===== config.mk =====
export PLATFORM = sky130hd
export DESIGN_NAME = stoc_ctrl
export DESIGN_NICKNAME = d
export VERILOG_FILES = /design/src/rtl/core/stoc_pkg.sv /design/src/rtl/core/stoc_ctrl.sv
export SDC_FILE = /design/constraint.sdc
export NUM_CORES = 1
export LEC_CHECK = 0
export ABC_AREA = 1
export BUFFER_PORTS_ARGS = -buffer_cell sky130_fd_sc_hd__buf_4
export CAP_MARGIN = 30
export CORE_UTILIZATION = 27
export CTS_BUF_LIST = sky130_fd_sc_hd__clkbuf_8 sky130_fd_sc_hd__clkbuf_16
export CTS_CLUSTER_SIZE = 30
export DETAILED_ROUTE_END_ITERATION = 10
export PLACE_DENSITY = 0.56
export SLEW_MARGIN = 15
export SYNTH_ARGS = -nofsm -noshare
export SYNTH_HDL_FRONTEND = slang
export SYNTH_SLANG_ARGS = --single-unit

===== constraint.sdc =====
create_clock -name clk -period 1.9 [get_ports clk]
set_input_delay 0.19 -clock clk [delete_from_list [all_inputs] [get_ports clk]]
set_output_delay 0.19 -clock clk [all_outputs]
set_load 0.005 [all_outputs]

===== src/rtl/core/stoc_pkg.sv =====
// ----------------------------------------------------------------------------
// stoc_pkg - shared types and codes for the self-trade order check
// Request and result codes, the stored entry layout and the command and
// status groups that pass between the controller and the datapath.
// ----------------------------------------------------------------------------
package stoc_pkg;

  // Request function codes
  localparam logic FUNC_CHECK  = 1'b0;
  localparam logic FUNC_REMOVE = 1'b1;

  // Order side codes
  localparam logic SIDE_BUY  = 1'b0;
  localparam logic SIDE_SELL = 1'b1;

  // Result status codes
  localparam logic [1:0] STATUS_OK         = 2'd0;
  localparam logic [1:0] STATUS_SELF_TRADE = 2'd1;
  localparam logic [1:0] STATUS_FULL       = 2'd2;

  // One table entry as held in the memory
  typedef struct packed {
    logic        valid;
    logic [15:0] account;
    logic [31:0] ord_ref;
    logic [31:0] instrument;
    logic        side;
    logic [31:0] price;
  } entry_t;

  // Controller to datapath commands
  typedef struct packed {
    logic clr_we;  // clearing pass: write an empty entry
    logic start;   // request beat accepted, capture it
    logic rd_en;   // issue a table read
    logic scan;    // evaluate read data of the running scan
    logic commit;  // load the result and update the table
  } ctrl_cmd_t;

  // Datapath to controller status
  typedef struct packed {
    logic scan_stop;  // scan has seen the last slot or a deciding match
    logic out_free;   // result register can take a new result
  } dp_sts_t;

endpackage


===== src/rtl/core/stoc_ctrl.sv =====
// ----------------------------------------------------------------------------
// stoc_ctrl - sequencer for the self-trade order check
// Runs the clearing pass after reset, accepts requests, walks the table
// addresses one slot per cycle and commits the result.
// ----------------------------------------------------------------------------
module stoc_ctrl
  import stoc_pkg::*;
#(
  parameter int TABLE_ENTRIES = 64,
  parameter int AW            = 6
) (
  input  logic          clk,
  input  logic          rst_n,
  input  logic          in_valid,
  output logic          in_ready,
  input  dp_sts_t       sts,
  output ctrl_cmd_t     cmd,
  output logic [AW-1:0] addr
);

  typedef enum logic [1:0] {
    ST_CLEAR,
    ST_IDLE,
    ST_SCAN,
    ST_DONE
  } state_t;

  localparam logic [AW-1:0] LAST = AW'(TABLE_ENTRIES - 1);

  state_t        state_r;
  logic [AW-1:0] addr_r;

  // State and address counter
  always_ff @(posedge clk) begin
    if (!rst_n) begin
      state_r <= ST_CLEAR;
      addr_r  <= '0;
    end else begin
      case (state_r)
        ST_CLEAR: begin
          if (addr_r == LAST) begin
            state_r <= ST_IDLE;
            addr_r  <= '0;
          end else begin
            addr_r <= addr_r + AW'(1);
          end
        end
        ST_IDLE: begin
          if (in_valid) begin
            state_r <= ST_SCAN;
            addr_r  <= '0;
          end
        end
        ST_SCAN: begin
          if (sts.scan_stop) begin
            state_r <= ST_DONE;
          end else if (addr_r != LAST) begin
            addr_r <= addr_r + AW'(1);
          end
        end
        ST_DONE: begin
          if (sts.out_free) begin
            state_r <= ST_IDLE;
          end
        end
        default: begin
          state_r <= ST_CLEAR;
          addr_r  <= '0;
        end
      endcase
    end
  end

  // Command decode
  always_comb begin
    cmd.clr_we = (state_r == ST_CLEAR);
    cmd.start  = (state_r == ST_IDLE) && in_valid;
    cmd.rd_en  = (state_r == ST_SCAN);
    cmd.scan   = (state_r == ST_SCAN);
    cmd.commit = (state_r == ST_DONE) && sts.out_free;
  end

  assign in_ready = (state_r == ST_IDLE);
  assign addr     = addr_r;

endmodule


==> results.cfg <==
[placed_design]
port_buffers = 16
post-dp-hpwl_um = 1086
place.gp.congestion = 0.7162

[clock_network]
numCtsBuffers = 3
clockBufferDepth = 2
cts_sinks = 8
cts_tree = done
cts_setup_buffers = 0
cts-root-buf = clkbuf_8
insertion_delay_ns = 0.23
clk_pin_slew_ns = 0.04
cts_resized = 0
hold_buffers = 0
htreeDepth = 1

[layout]
fin_nets = 126
drive_above_1_share = 0.2566
antenna_cells = 0
areaGrowthSynthToFinish_pct = 30.32
nFillCells = 247

[sta]
finalSetupViolations = 0
worstMarginPinSlew_ns = 0.3207
fmax_mhz = 659.3
drv_slew = 0
period_needed_ns = 1.517
hold_viol = 0
max_slew_margin = 0.7839
post-route-period-util = 0.7983
hold_ws_ns = 0.2340
rsz0062_at_grt = false
skew_ns = 0.0007151
finalSetupTns_ns = 0

[worst_setup_path]
cpMaxStageDelayCell = dfxtp_1
slowest_delay_ns = 0.39
path_buf_inv = 3
cpLargestDelayFamily = simple AND/OR/NAND/NOR gates
end_kind = register
start_kind = register
worstPathArrival_ns = 1.64
worstPathCellList = inv_1 > ha_1 > inv_1 > nor2_1 > nor2_4 > nand3_4 > inv_2 > nand2_2 > nand2_2 > nor2_1
path_max_fanout = 6
path_class = register to register
worst_ep_required_time_ns = 2.02

[route]
wl_per_cell_um = 9.440
highest_layer = met4
drc = 0
drt-initial-drc-count = 4
num_vias = 621
m1WireLength_um = 638
postRouteWirelength_um = 1331
avgViaCountPerCell = 4.404
routed-wl-met3_um = 46
ant_nets = 0
drt-pass1-iter-count = 4
routed-wl-met2_um = 619

[min_path]
hold_path_class = primary input to register

[run]
drv_cap = 0

[synth]
synth.top_cells.by_area = dfxtp_1 26%, nand2_1 13%, ha_1 12%
ys_ff_latch = 8
synthArstFlopShare = 0
yosysMostFrequentCell = nand2_1
yosysSeqAreaShare = 0.2570
ys.flop_type = dfxtp_1
synth-edff-count = 0
syn_area_sq_um = 623.1
ys_top_cells_by_count = 22 x nand2_1, 16 x inv_1, 11 x nor2_1, 8 x dfxtp_1, 7 x nand3_1
yosys_warnings = 0
synthesis.nets = 106
yosysTopAreaCell = dfxtp_1
synth_top_area_frac = 0.2570
synth_area_per_cell_sq_um = 6.559
synth_cell_types = 20
netlist_instances = 95

[grt]
grt.overflow.total = 0
grt_pass1_vias = 544
antenna_found_initial = 0
grt_pass1_wl_um = 2332
grt_max_degree = 7
grt_usage = 0.1242

[floorplan]
die_h_um = 50.04
core_area_sq_um = 2191
start_util = 0.2844
num_io_pins = 17
die_w_um = 50.04
dieArea_sq_um = 2504
num_rows = 17

[power]
vdd_drop_max_uv = 253.2
total_leakage_power_nw = 0.3813
p_per_area_nw_per_um2 = 522.8

[outcome]
run_status = completed
[metrics by stage]
stage	utilization	cell area [sq um]	instances	total power, mW	worst slack, ns
after floorplan	-	623.1	95	0.2002	0.5414
after global placement	0.3518	770.7	138	0.2203	0.3632
after detailed placement	0.3518	770.7	138	0.2205	0.3727
after CTS	0.3706	812.0	141	0.4350	0.3642
after global routing	0.3706	812.0	141	0.4541	0.2121
final	0.3706	812.0	141	0.4245	0.3832
[cells by family (layout without fill, tap and decap cells)]
| family | count (synthesis) | in the layout | synth area share |
|---|---|---|---|
| flops | 8 | 8 | 0.2570 |
| fa+ha+maj | 6 | 6 | 0.1205 |
| buf+inv | 19 | 37 | 0.1205 |
| simple gates | 51 | 51 | 0.3976 |
| compound gates | 11 | 11 | 0.1044 |
[cell usage in the layout, fill, tap and decap left out]
| cell | n |
|---|---|
| nand2_1 | 22 |
| inv_1 | 16 |
| buf_4 | 16 |
| nor2_1 | 11 |
| dfxtp_1 | 8 |
| nand3_1 | 7 |
| ha_1 | 6 |
| nand2_2 | 4 |
| a21oi_1 | 4 |
| nand4_1 | 3 |
| clkbuf_8 | 3 |
| inv_2 | 2 |
| o21bai_1 | 2 |
| o21ai_0 | 2 |
| nor2_2 | 1 |
| nand3_2 | 1 |
| nor2_4 | 1 |
| nand3_4 | 1 |
| o22ai_1 | 1 |
| a31oi_1 | 1 |
| a211oi_1 | 1 |
[worst min-delay path, cell delays in order]
cell and delay, ns:
buf_4 0.09, nand2_2 0.06, nor2_1 0.08
[final timing paths]
path	cells after the start	slack, ns	from	endpoint
max reg2reg	10	0.38	state_r[1]	addr[1]
min	3	0.23	rst_n	addr[1]
min reg2reg	2	0.53	state_r[0]	state_r[0]
max	10	0.38	state_r[1]	addr[1]
[registers in the layout (all words and copies together) (netlist names)]
| signal | count |
|---|---|
| addr | 6 |
| state_r | 2 |
[layer usage]
metal | global-route usage | up-vias
met5 | 0 | -
met1 | 0.1599 | 267
met2 | 0.1800 | 12
met3 | 0.03704 | 4
li1 | - | 338
met4 | 0.07143 | 0
[power by group]
group          switching (mW)  total [mW]  leakage, nW  internal (mW)
clock network          0.0697       0.207       0.0216          0.138
logic                  0.0168      0.0365        0.295         0.0197
registers             0.00677       0.181       0.0651          0.174
total                  0.0933       0.424        0.381          0.331
[layout make-up]
cell class / instances / area (sq um) / area share
Multi-Input combinational cell: 68 / 387.9 / 0.4777
Tap cell: 28 / 35.03 / 0.04314
Inverter: 18 / 67.56 / 0.08320
Sequential cell: 8 / 160.2 / 0.1972
Timing Repair Buffer: 16 / 120.1 / 0.1479
Clock buffer: 3 / 41.29 / 0.05085
Power figures use the tool's default switching activity.
